**src/hdl/tmpr_pkg.sv**
```systemverilog
// shared types and constants for the touch mask to point report mapper
// no dependencies; used by every module of the block
package tmpr_pkg;

    // default configuration
    localparam int CHANNELS_DEF  = 34;
    localparam int COORD_MAX_DEF = 32767;

    // widest channel count the job format can carry
    localparam int CH_MAX = 64;

    // field widths fixed by the interface
    localparam int CHAN_W  = 6;
    localparam int COORD_W = 15;
    localparam int IN_W    = 16;

    // job queue between front and back
    localparam int Q_DEPTH = 2;
    localparam int Q_PTR_W = 1;
    localparam int Q_CNT_W = 2;

    typedef enum logic [1:0] {
        JOB_LOAD   = 2'd0,
        JOB_SCAN   = 2'd1,
        JOB_RELALL = 2'd2
    } t_job_kind;

    typedef enum logic {
        REP_POINT = 1'b0,
        REP_ALL   = 1'b1
    } t_report_kind;

    typedef enum logic {
        BK_IDLE = 1'b0,
        BK_WALK = 1'b1
    } t_back_state;

    typedef struct packed {
        t_job_kind           kind;
        logic [CHAN_W-1:0]   channel;
        logic [COORD_W-1:0]  x;
        logic [COORD_W-1:0]  y;
        logic [CH_MAX-1:0]   changed;
        logic [CH_MAX-1:0]   want;
    } t_job;

endpackage

```
**src/hdl/tmpr_queue.sv**
```systemverilog
// two-entry job queue between the front and the back part
// depends on tmpr_pkg
module tmpr_queue (
    input  logic          i_clk,
    input  logic          i_rst_n,
    input  logic          i_push,
    input  tmpr_pkg::t_job i_job,
    output logic          o_full,
    input  logic          i_pop,
    output logic          o_vld,
    output tmpr_pkg::t_job o_job
);

    tmpr_pkg::t_job                r_ents [tmpr_pkg::Q_DEPTH];
    logic [tmpr_pkg::Q_PTR_W-1:0]  r_wptr;
    logic [tmpr_pkg::Q_PTR_W-1:0]  r_rptr;
    logic [tmpr_pkg::Q_CNT_W-1:0]  r_cnt;
    logic [tmpr_pkg::Q_CNT_W-1:0]  n_cnt;

    assign o_full = (r_cnt == tmpr_pkg::Q_CNT_W'(tmpr_pkg::Q_DEPTH));
    assign o_vld  = (r_cnt != '0);
    assign o_job  = r_ents[r_rptr];

    always_comb begin
        n_cnt = r_cnt;
        if (i_push && !i_pop) begin
            n_cnt = r_cnt + 1'b1;
        end else if (!i_push && i_pop) begin
            n_cnt = r_cnt - 1'b1;
        end
    end

    always_ff @(posedge i_clk) begin
        if (!i_rst_n) begin
            r_wptr <= '0;
            r_rptr <= '0;
            r_cnt  <= '0;
        end else begin
            r_cnt <= n_cnt;
            if (i_push) begin
                r_wptr <= r_wptr + 1'b1;
            end
            if (i_pop) begin
                r_rptr <= r_rptr + 1'b1;
            end
        end
    end

    always_ff @(posedge i_clk) begin
        if (i_push) begin
            r_ents[r_wptr] <= i_job;
        end
    end

    // overflow and underflow
    a_no_overflow: assert property (@(posedge i_clk) disable iff (!i_rst_n)
        i_push |-> (!o_full || i_pop))
        else $error("job queue overflow");

    a_no_underflow: assert property (@(posedge i_clk) disable iff (!i_rst_n)
        i_pop |-> o_vld)
        else $error("job queue underflow");

endmodule

```
**src/hdl/tmpr_front.sv**
```systemverilog
// front part: accepts items, keeps enable bits, held mask and mode,
// classifies each item into a job for the back part; depends on tmpr_pkg
module tmpr_front #(
    parameter int CHANNELS  = tmpr_pkg::CHANNELS_DEF,
    parameter int COORD_MAX = tmpr_pkg::COORD_MAX_DEF
) (
    input  logic                          i_clk,
    input  logic                          i_rst_n,
    input  logic                          i_accept,
    input  logic                          i_op,
    input  logic [tmpr_pkg::CHAN_W-1:0]   i_channel,
    input  logic                          i_point_enabled,
    input  logic [tmpr_pkg::IN_W-1:0]     i_x_in,
    input  logic [tmpr_pkg::IN_W-1:0]     i_y_in,
    input  logic [CHANNELS-1:0]           i_touch_mask,
    input  logic                          i_trusted,
    input  logic                          i_cfg_wr,
    input  logic                          i_cfg_data,
    output logic                          o_push,
    output tmpr_pkg::t_job                o_job
);

    localparam int IDX_W = (CHANNELS > 1) ? $clog2(CHANNELS) : 1;

    logic                 r_hid;
    logic [CHANNELS-1:0]  r_held;
    logic [CHANNELS-1:0]  n_held;
    logic [CHANNELS-1:0]  r_en;
    logic [CHANNELS-1:0]  n_en;
    logic [CHANNELS-1:0]  want;
    logic [CHANNELS-1:0]  changed;
    logic                 chan_ok;

    function automatic logic [tmpr_pkg::COORD_W-1:0] sat(input logic [tmpr_pkg::IN_W-1:0] v);
        logic [tmpr_pkg::IN_W-1:0] c;
        c = (v > tmpr_pkg::IN_W'(COORD_MAX)) ? tmpr_pkg::IN_W'(COORD_MAX) : v;
        return c[tmpr_pkg::COORD_W-1:0];
    endfunction

    assign want    = i_touch_mask & r_en;
    assign changed = want ^ r_held;
    assign chan_ok = ({1'b0, i_channel} < (tmpr_pkg::CHAN_W + 1)'(CHANNELS));

    always_comb begin
        o_push         = 1'b0;
        o_job.kind     = tmpr_pkg::JOB_LOAD;
        o_job.channel  = i_channel;
        o_job.x        = sat(i_x_in);
        o_job.y        = sat(i_y_in);
        o_job.changed  = '0;
        o_job.want     = '0;
        o_job.changed[CHANNELS-1:0] = changed;
        o_job.want[CHANNELS-1:0]    = want;
        n_held = r_held;
        n_en   = r_en;
        if (i_accept) begin
            if (!i_op) begin
                // table load, out of range channels dropped
                if (chan_ok) begin
                    o_push = 1'b1;
                    n_en[i_channel[IDX_W-1:0]] = i_point_enabled;
                end
            end else if (r_hid) begin
                if (!i_trusted) begin
                    if (r_held != '0) begin
                        o_push     = 1'b1;
                        o_job.kind = tmpr_pkg::JOB_RELALL;
                        n_held     = '0;
                    end
                end else if (changed != '0) begin
                    o_push     = 1'b1;
                    o_job.kind = tmpr_pkg::JOB_SCAN;
                    n_held     = want;
                end
            end
        end
    end

    always_ff @(posedge i_clk) begin
        if (!i_rst_n) begin
            r_hid  <= 1'b0;
            r_held <= '0;
            r_en   <= '0;
        end else begin
            r_held <= n_held;
            r_en   <= n_en;
            if (i_cfg_wr) begin
                r_hid <= i_cfg_data;
            end
        end
    end

endmodule

```
**src/hdl/tmpr_back.sv**
```systemverilog
// back part: coordinate memory, channel walk and report output register
// depends on tmpr_pkg
module tmpr_back #(
    parameter int CHANNELS = tmpr_pkg::CHANNELS_DEF
) (
    input  logic                           i_clk,
    input  logic                           i_rst_n,
    input  logic                           i_job_vld,
    input  tmpr_pkg::t_job                 i_job,
    output logic                           o_pop,
    output logic                           o_strobe,
    output logic                           o_report_kind,
    output logic [tmpr_pkg::CHAN_W-1:0]    o_point_id,
    output logic                           o_pressed,
    output logic [tmpr_pkg::COORD_W-1:0]   o_x_out,
    output logic [tmpr_pkg::COORD_W-1:0]   o_y_out,
    output logic                           o_last
);

    localparam int IDX_W = (CHANNELS > 1) ? $clog2(CHANNELS) : 1;
    localparam int ENT_W = 2 * tmpr_pkg::COORD_W;

    tmpr_pkg::t_back_state   r_state;
    tmpr_pkg::t_back_state   n_state;
    logic [IDX_W-1:0]        r_idx;
    logic [IDX_W-1:0]        n_idx;
    logic [CHANNELS-1:0]     r_pend;
    logic [CHANNELS-1:0]     n_pend;
    logic [CHANNELS-1:0]     r_want;
    logic [CHANNELS-1:0]     n_want;
    logic [CHANNELS-1:0]     pend_sh;
    logic [tmpr_pkg::CHAN_W:0] id_full;

    logic [ENT_W-1:0]        r_mem [CHANNELS];
    logic [CHANNELS-1:0]     r_mem_vld;
    logic [ENT_W-1:0]        r_rd;
    logic                    r_rd_vld;
    logic                    mem_we;

    logic                           r_out_vld;
    logic                           n_out_vld;
    tmpr_pkg::t_report_kind         r_out_kind;
    tmpr_pkg::t_report_kind         n_out_kind;
    logic [tmpr_pkg::CHAN_W-1:0]    r_out_id;
    logic [tmpr_pkg::CHAN_W-1:0]    n_out_id;
    logic                           r_out_pressed;
    logic                           n_out_pressed;
    logic                           r_out_last;
    logic                           n_out_last;

    assign pend_sh = r_pend >> 1;
    assign id_full = (tmpr_pkg::CHAN_W + 1)'(r_idx) + 1'b1;

    always_comb begin
        n_state       = r_state;
        n_idx         = r_idx;
        n_pend        = r_pend;
        n_want        = r_want;
        o_pop         = 1'b0;
        mem_we        = 1'b0;
        n_out_vld     = 1'b0;
        n_out_kind    = tmpr_pkg::REP_POINT;
        n_out_id      = r_out_id;
        n_out_pressed = 1'b0;
        n_out_last    = 1'b0;
        unique case (r_state)
            tmpr_pkg::BK_IDLE: begin
                if (i_job_vld) begin
                    o_pop = 1'b1;
                    unique case (i_job.kind)
                        tmpr_pkg::JOB_LOAD: begin
                            mem_we = 1'b1;
                        end
                        tmpr_pkg::JOB_RELALL: begin
                            n_out_vld  = 1'b1;
                            n_out_kind = tmpr_pkg::REP_ALL;
                            n_out_id   = '0;
                            n_out_last = 1'b1;
                        end
                        tmpr_pkg::JOB_SCAN: begin
                            n_pend  = i_job.changed[CHANNELS-1:0];
                            n_want  = i_job.want[CHANNELS-1:0];
                            n_idx   = '0;
                            n_state = tmpr_pkg::BK_WALK;
                        end
                        default: begin
                        end
                    endcase
                end
            end
            tmpr_pkg::BK_WALK: begin
                n_out_vld     = r_pend[0];
                n_out_pressed = r_want[0];
                n_out_id      = id_full[tmpr_pkg::CHAN_W-1:0];
                n_out_last    = (pend_sh == '0);
                n_pend        = pend_sh;
                n_want        = r_want >> 1;
                n_idx         = r_idx + 1'b1;
                if (pend_sh == '0) begin
                    n_state = tmpr_pkg::BK_IDLE;
                end
            end
            default: begin
                n_state = tmpr_pkg::BK_IDLE;
            end
        endcase
    end

    always_ff @(posedge i_clk) begin
        if (!i_rst_n) begin
            r_state   <= tmpr_pkg::BK_IDLE;
            r_out_vld <= 1'b0;
            r_mem_vld <= '0;
        end else begin
            r_state   <= n_state;
            r_out_vld <= n_out_vld;
            if (mem_we) begin
                r_mem_vld[i_job.channel[IDX_W-1:0]] <= 1'b1;
            end
        end
    end

    always_ff @(posedge i_clk) begin
        r_idx         <= n_idx;
        r_pend        <= n_pend;
        r_want        <= n_want;
        r_out_kind    <= n_out_kind;
        r_out_id      <= n_out_id;
        r_out_pressed <= n_out_pressed;
        r_out_last    <= n_out_last;
    end

    // coordinate memory, registered read at the walk index
    always_ff @(posedge i_clk) begin
        if (mem_we) begin
            r_mem[i_job.channel[IDX_W-1:0]] <= {i_job.x, i_job.y};
        end
        r_rd     <= r_mem[r_idx];
        r_rd_vld <= r_mem_vld[r_idx];
    end

    assign o_strobe      = r_out_vld;
    assign o_report_kind = r_out_kind;
    assign o_point_id    = r_out_id;
    assign o_pressed     = r_out_pressed;
    assign o_last        = r_out_last;
    assign o_x_out = (r_out_pressed && r_rd_vld) ? r_rd[ENT_W-1:tmpr_pkg::COORD_W] : '0;
    assign o_y_out = (r_out_pressed && r_rd_vld) ? r_rd[tmpr_pkg::COORD_W-1:0] : '0;

    // a walk always has a changed channel left
    a_walk_pending: assert property (@(posedge i_clk) disable iff (!i_rst_n)
        (r_state == tmpr_pkg::BK_WALK) |-> (r_pend != '0))
        else $error("walk with no pending channel");

    // release-all is a lone, final report with id zero
    a_relall_shape: assert property (@(posedge i_clk) disable iff (!i_rst_n)
        (r_out_vld && (r_out_kind == tmpr_pkg::REP_ALL))
            |-> (r_out_last && (r_out_id == '0) && !r_out_pressed))
        else $error("malformed release-all report");

endmodule

```
**src/hdl/touch_mask_to_point_report_mapper_core.sv**
```systemverilog
// top level of the touch mask to point report mapper
// depends on tmpr_pkg, tmpr_front, tmpr_queue and tmpr_back
//
// Items enter on start while busy is low: a load writes one channel's enable
// bit and saturated coordinates; a scan, in hid mode, compares the enabled
// touch mask with the points held and reports every change, or releases all
// held points when untrusted. Results leave on o_strobe, one report a cycle,
// and cannot be held off: the receiver must take every beat.
// The front part accepts one item a cycle while the two-entry job queue has
// room; busy is simply that queue being full. The back part sets the rate:
// it takes a load or a release-all as it pops it in the idle state, and a
// scan starts there and then walks each channel up to and including its
// highest changed channel. Within a scan the walk over channels, one channel
// a cycle through the coordinate memory read port, is what paces the
// reports. Loads go through the same queue, so table updates and scans stay
// in order. The hid_mode register is written on its own channel, which is
// always ready; write it only while no scan is in flight.
module touch_mask_to_point_report_mapper_core #(
    parameter int CHANNELS  = tmpr_pkg::CHANNELS_DEF,
    parameter int COORD_MAX = tmpr_pkg::COORD_MAX_DEF
) (
    input  logic                           i_clk,
    input  logic                           i_rst_n,
    // command side
    input  logic                           start,
    output logic                           busy,
    input  logic                           i_op,
    input  logic [tmpr_pkg::CHAN_W-1:0]    i_channel,
    input  logic                           i_point_enabled,
    input  logic [tmpr_pkg::IN_W-1:0]      i_x_in,
    input  logic [tmpr_pkg::IN_W-1:0]      i_y_in,
    input  logic [CHANNELS-1:0]            i_touch_mask,
    input  logic                           i_trusted,
    // configuration write channel (hid_mode)
    input  logic                           i_cfg_valid,
    output logic                           o_cfg_ready,
    input  logic                           i_cfg_data,
    // report side, one beat per strobe
    output logic                           o_strobe,
    output logic                           o_report_kind,
    output logic [tmpr_pkg::CHAN_W-1:0]    o_point_id,
    output logic                           o_pressed,
    output logic [tmpr_pkg::COORD_W-1:0]   o_x_out,
    output logic [tmpr_pkg::COORD_W-1:0]   o_y_out,
    output logic                           o_last
);

    logic            accept;
    logic            push;
    logic            pop;
    logic            q_full;
    logic            q_vld;
    tmpr_pkg::t_job  front_job;
    tmpr_pkg::t_job  head_job;

    // the register channel never stalls
    assign o_cfg_ready = 1'b1;

    assign busy   = q_full;
    assign accept = start && !busy;

    // classify items, keep enable bits, held mask and mode
    tmpr_front #(
        .CHANNELS  (CHANNELS),
        .COORD_MAX (COORD_MAX)
    ) u_front (
        .i_clk           (i_clk),
        .i_rst_n         (i_rst_n),
        .i_accept        (accept),
        .i_op            (i_op),
        .i_channel       (i_channel),
        .i_point_enabled (i_point_enabled),
        .i_x_in          (i_x_in),
        .i_y_in          (i_y_in),
        .i_touch_mask    (i_touch_mask),
        .i_trusted       (i_trusted),
        .i_cfg_wr        (i_cfg_valid && o_cfg_ready),
        .i_cfg_data      (i_cfg_data),
        .o_push          (push),
        .o_job           (front_job)
    );

    // jobs wait here while the back part walks a scan
    tmpr_queue u_queue (
        .i_clk   (i_clk),
        .i_rst_n (i_rst_n),
        .i_push  (push),
        .i_job   (front_job),
        .o_full  (q_full),
        .i_pop   (pop),
        .o_vld   (q_vld),
        .o_job   (head_job)
    );

    // coordinate table, channel walk and report register
    tmpr_back #(
        .CHANNELS (CHANNELS)
    ) u_back (
        .i_clk         (i_clk),
        .i_rst_n       (i_rst_n),
        .i_job_vld     (q_vld),
        .i_job         (head_job),
        .o_pop         (pop),
        .o_strobe      (o_strobe),
        .o_report_kind (o_report_kind),
        .o_point_id    (o_point_id),
        .o_pressed     (o_pressed),
        .o_x_out       (o_x_out),
        .o_y_out       (o_y_out),
        .o_last        (o_last)
    );

endmodule
```
**config.mk**
```make
export PLATFORM = sky130hd
export DESIGN_NAME = touch_mask_to_point_report_mapper_core
export DESIGN_NICKNAME = d
export VERILOG_FILES = /design/src/hdl/tmpr_pkg.sv /design/src/hdl/tmpr_queue.sv /design/src/hdl/tmpr_front.sv /design/src/hdl/tmpr_back.sv /design/src/hdl/touch_mask_to_point_report_mapper_core.sv
export SDC_FILE = /design/constraint.sdc
export NUM_CORES = 2
export LEC_CHECK = 0
export ABC_AREA = 1
export BUFFER_PORTS_ARGS = -buffer_cell sky130_fd_sc_hd__buf_2
export CAP_MARGIN = 30
export CORE_MARGIN = 1
export CORE_UTILIZATION = 62
export DETAILED_ROUTE_END_ITERATION = 8
export PLACE_DENSITY = 0.79
export SLEW_MARGIN = 30
export SYNTH_ARGS = -nofsm -noshare
export SYNTH_HDL_FRONTEND = slang
export SYNTH_SLANG_ARGS = --single-unit
```
**constraint.sdc**
```tcl
create_clock -name i_clk -period 9.75 [get_ports i_clk]
set_clock_uncertainty 0.15 [all_clocks]
set_input_delay 0 -clock i_clk [delete_from_list [all_inputs] [get_ports i_clk]]
set_output_delay 0 -clock i_clk [all_outputs]
set_load 0.05 [all_outputs]
```
==> flow_metrics.tcl <==
set metrics [dict create \
    status "complete, no violations" \
    synthToLayoutAreaGrowth_pct 13.63 \
    track_usage 0.3342 \
    crit_type "reg -> reg" \
    dp_hpwl_um 82740 \
    p_per_area_nw_per_um2 264.7 \
    cts_tree "built" \
    min_period_ns 4.245 \
    peakVddDrop_uv 181.0 \
    synth_area_per_cell_um2 12.09 \
    fin_util 0.7118 \
    ios 122 \
    fmax_ghz 0.2356 \
    syn_nets 4839 \
    cts_setup_buffers 0 \
    die_y_um 306.6 \
    syn_inst 4757 \
    yosysMostFrequentCell "edfxtp_1" \
    synthTopCellsByCount "1312 x edfxtp_1, 973 x nand2_1, 625 x nor2_1, 367 x o21ai_0, 306 x a21oi_1" \
    clock_latency_ns 0.77 \
    synth_area_leaders "edfxtp_1 69%, nand2_1 6.4%, dfxtp_1 5.0%, nor2_1 4.1%, o21ai_0 3.2%" \
    final_area_um2 65350 \
    min_path_cells 4 \
    grt_pass1_vias 38250 \
    ff2ff_path_depth 10 \
    synthArstFlopShare 0 \
    avgRoutedWirePerCell_um 24.97 \
    grt_max_degree 197 \
    hold-worst-slack_ns 0.03307 \
    wl_um 158100 \
    die_w_um 306.6 \
    cts_buffers 140 \
    drt_first_pass_iters 6 \
    vias 39490 \
    overflow 0 \
    period_share 0.4353 \
    antenna_found_initial 0 \
    start_kind "flip-flop" \
    setup_viol 0 \
    finalHoldViolations 0 \
    r2r_end "u_back.r_mem[17][22]" \
    cts.sinks 1456 \
    rsz0062_at_grt "no" \
    cp_max_fo 49 \
    ys.flop_type "edfxtp_1" \
    yosysWarnings 0 \
    initial_utilization 0.6264 \
    gp_congestion 0.8576 \
    drt_iter0_drc 6094 \
    leakage_uw 0.02384 \
    io_buffers 120 \
    timing.critical_path.arrival_ns 4.49 \
    synthDominantCellAreaShare 0.6851 \
    drive_above_1_share 0.1061 \
    drc 0 \
    hold_end "u_queue.r_ents[0][27]" \
    num_rows 111 \
    max_cap_violations 0 \
    reg2reg_slack_ns 5.51 \
    seq_area_frac_synth 0.7352 \
    clk_pin_slew_worst_paths_ns 0.06 \
    clock-root-buffer "clkbuf_16" \
    placed_cell_area_um2 59440 \
    viasPerCell 6.237 \
    tns_ns 0 \
    grt_pass1_wl_um 231400 \
    htreeDepth 4 \
    ys_ff_latch 1456 \
    die-area_um2 93970 \
    worst_slew_pin_slew_ns 1.052 \
    min-delay-start "i_touch_mask[27]" \
    clockBufferDepth 3 \
    maxSlewViolCount 0 \
    crit_path_end_kind "flip-flop" \
    synth_top_area_cell "edfxtp_1" \
    layout.nets 5053 \
    synth_cell_types 40 \
    synth_area_um2 57510 \
    synth_edf_count 1312 \
    hold_class "in -> reg" \
    critPathRequiredTime_ns 10.00 \
    timing.slew.headroom 0.2930 \
    coreArea_um2 91800 \
    antenna_left 0 \
]
power breakdown:
part,internal (uW),total (uW),switching [uW],leakage (uW)
Sequential,7680,7860,182,0.0131
Combinational,1010,4100,3090,0.00858
Clock,3000,5340,2340,0.00219
Total,11700,17300,5610,0.0238
cell usage in the layout (no fill, tap or decap), types with 8 or more instances in the layout:
| cell | count |
|---|---|
| dfxtp_1 | 142 |
| clkbuf_8 | 9 |
| clkinv_2 | 28 |
| nand2_2 | 25 |
| edfxtp_1 | 1312 |
| clkbuf_1 | 34 |
| o211ai_1 | 31 |
| clkinv_1 | 23 |
| inv_2 | 26 |
| o21ai_0 | 367 |
| dlygate4sd3_1 | 132 |
| a21oi_1 | 306 |
| a21boi_0 | 58 |
| bufinv_16 | 8 |
| nor2_2 | 9 |
| o2111ai_1 | 9 |
| or2_2 | 37 |
| mux2i_1 | 100 |
| o21ai_1 | 10 |
| nand2_1 | 948 |
| nor4_1 | 28 |
| nor3b_1 | 20 |
| nand3_1 | 62 |
| buf_2 | 120 |
| nor2_4 | 20 |
| clkbuf_16 | 143 |
| o22ai_1 | 61 |
| inv_1 | 185 |
| o221ai_1 | 40 |
| buf_4 | 71 |
| nor2_1 | 622 |
| nor3_1 | 29 |
cell type report:
| class | instances | area (um^2) |
|---|---|---|
| Sequential cell | 1456 | 42290 |
| Fill cell | 5692 | 26460 |
| Multi-Input combinational cell | 2819 | 13550 |
| Clock buffer | 186 | 3830 |
| Timing Repair Buffer | 330 | 2587 |
| Tap cell | 1243 | 1555 |
| Inverter | 224 | 875.8 |
| Clock inverter | 73 | 658.1 |
| Antenna cell | 1 | 2.502 |
critical path: stages (launching register included):
cell and delay (ns):
dfxtp_4 0.58, clkinv_2 0.65, or2_1 0.46, o21ai_0 0.20, inv_2 0.12, nor3_2 0.29
nand2_2 0.15, nor2_2 0.17, inv_2 0.10, nor2_4 0.50, buf_4 0.51
metrics by stage:
step / setup WS [ns] / power [uW] / std cells
after global routing: 5.393 / 17820 / 6331
final: 5.506 / 17300 / 6332
after detailed placement: 5.580 / 11860 / 5938
after CTS: 5.558 / 17140 / 6329
after floorplan: 2.634 / 10470 / 4757
after global placement: 5.623 / 11760 / 5937
registers in the layout, summed over array words and instances (netlist names), 2 cells and up, named ones only:
signal	count
u_back.r_mem	1020
u_queue.r_ents	212
u_back.r_mem_vld	34
u_back.r_pend	34
u_back.r_want	34
u_front.r_en	34
u_front.r_held	34
u_back.r_rd	30
u_back.o_point_id	6
u_back.r_idx	6
u_queue.r_cnt	2
layer usage:
layer | up-vias | track usage | routed length [um]
met3 | 507 | 0.06210 | 19800
met2 | 2995 | 0.5310 | 73770
met4 | 0 | 0.1714 | 8476
met5 | - | 0 | 0
li1 | 17120 | - | -
met1 | 18870 | 0.4454 | 56100
logic make-up (layout without fill, tap and decap cells):
| logic type | after synthesis | count (layout) | synth area share |
|---|---|---|---|
| mux | 100 | 100 | 0.01741 |
| simple gates | 1817 | 1817 | 0.1266 |
| other cells | 1 | 2 | 0.00006521 |
| flops | 1456 | 1456 | 0.7352 |
| fa+ha+maj | 2 | 2 | 0.0004351 |
| compound gates | 893 | 893 | 0.08658 |
| buf+inv | 482 | 813 | 0.03275 |
| xor+xnor | 6 | 6 | 0.0009138 |
timing repair:
item	in CTS	in global routing
hold endpoints to repair	287	0
resized for setup	0	0
hold buffers	132	0
how the worst max path moves through the flow:
stage	start	endpoint	slack [ns]	cells after the start
finish	flip-flop	u_back.r_mem[17][22]	5.51	10
global route	flip-flop	u_back.r_mem[17][22]	5.39	10
CTS	flip-flop	u_back.r_mem[17][22]	5.56	10
detailed placement	flip-flop	u_back.r_mem[17][21]	5.58	10
global placement	flip-flop	u_back.r_mem[14][29]	5.62	10
floorplan	flip-flop	u_back.r_idx[0]	2.63	5
No activity file was read; power rests on OpenSTA's default activity.
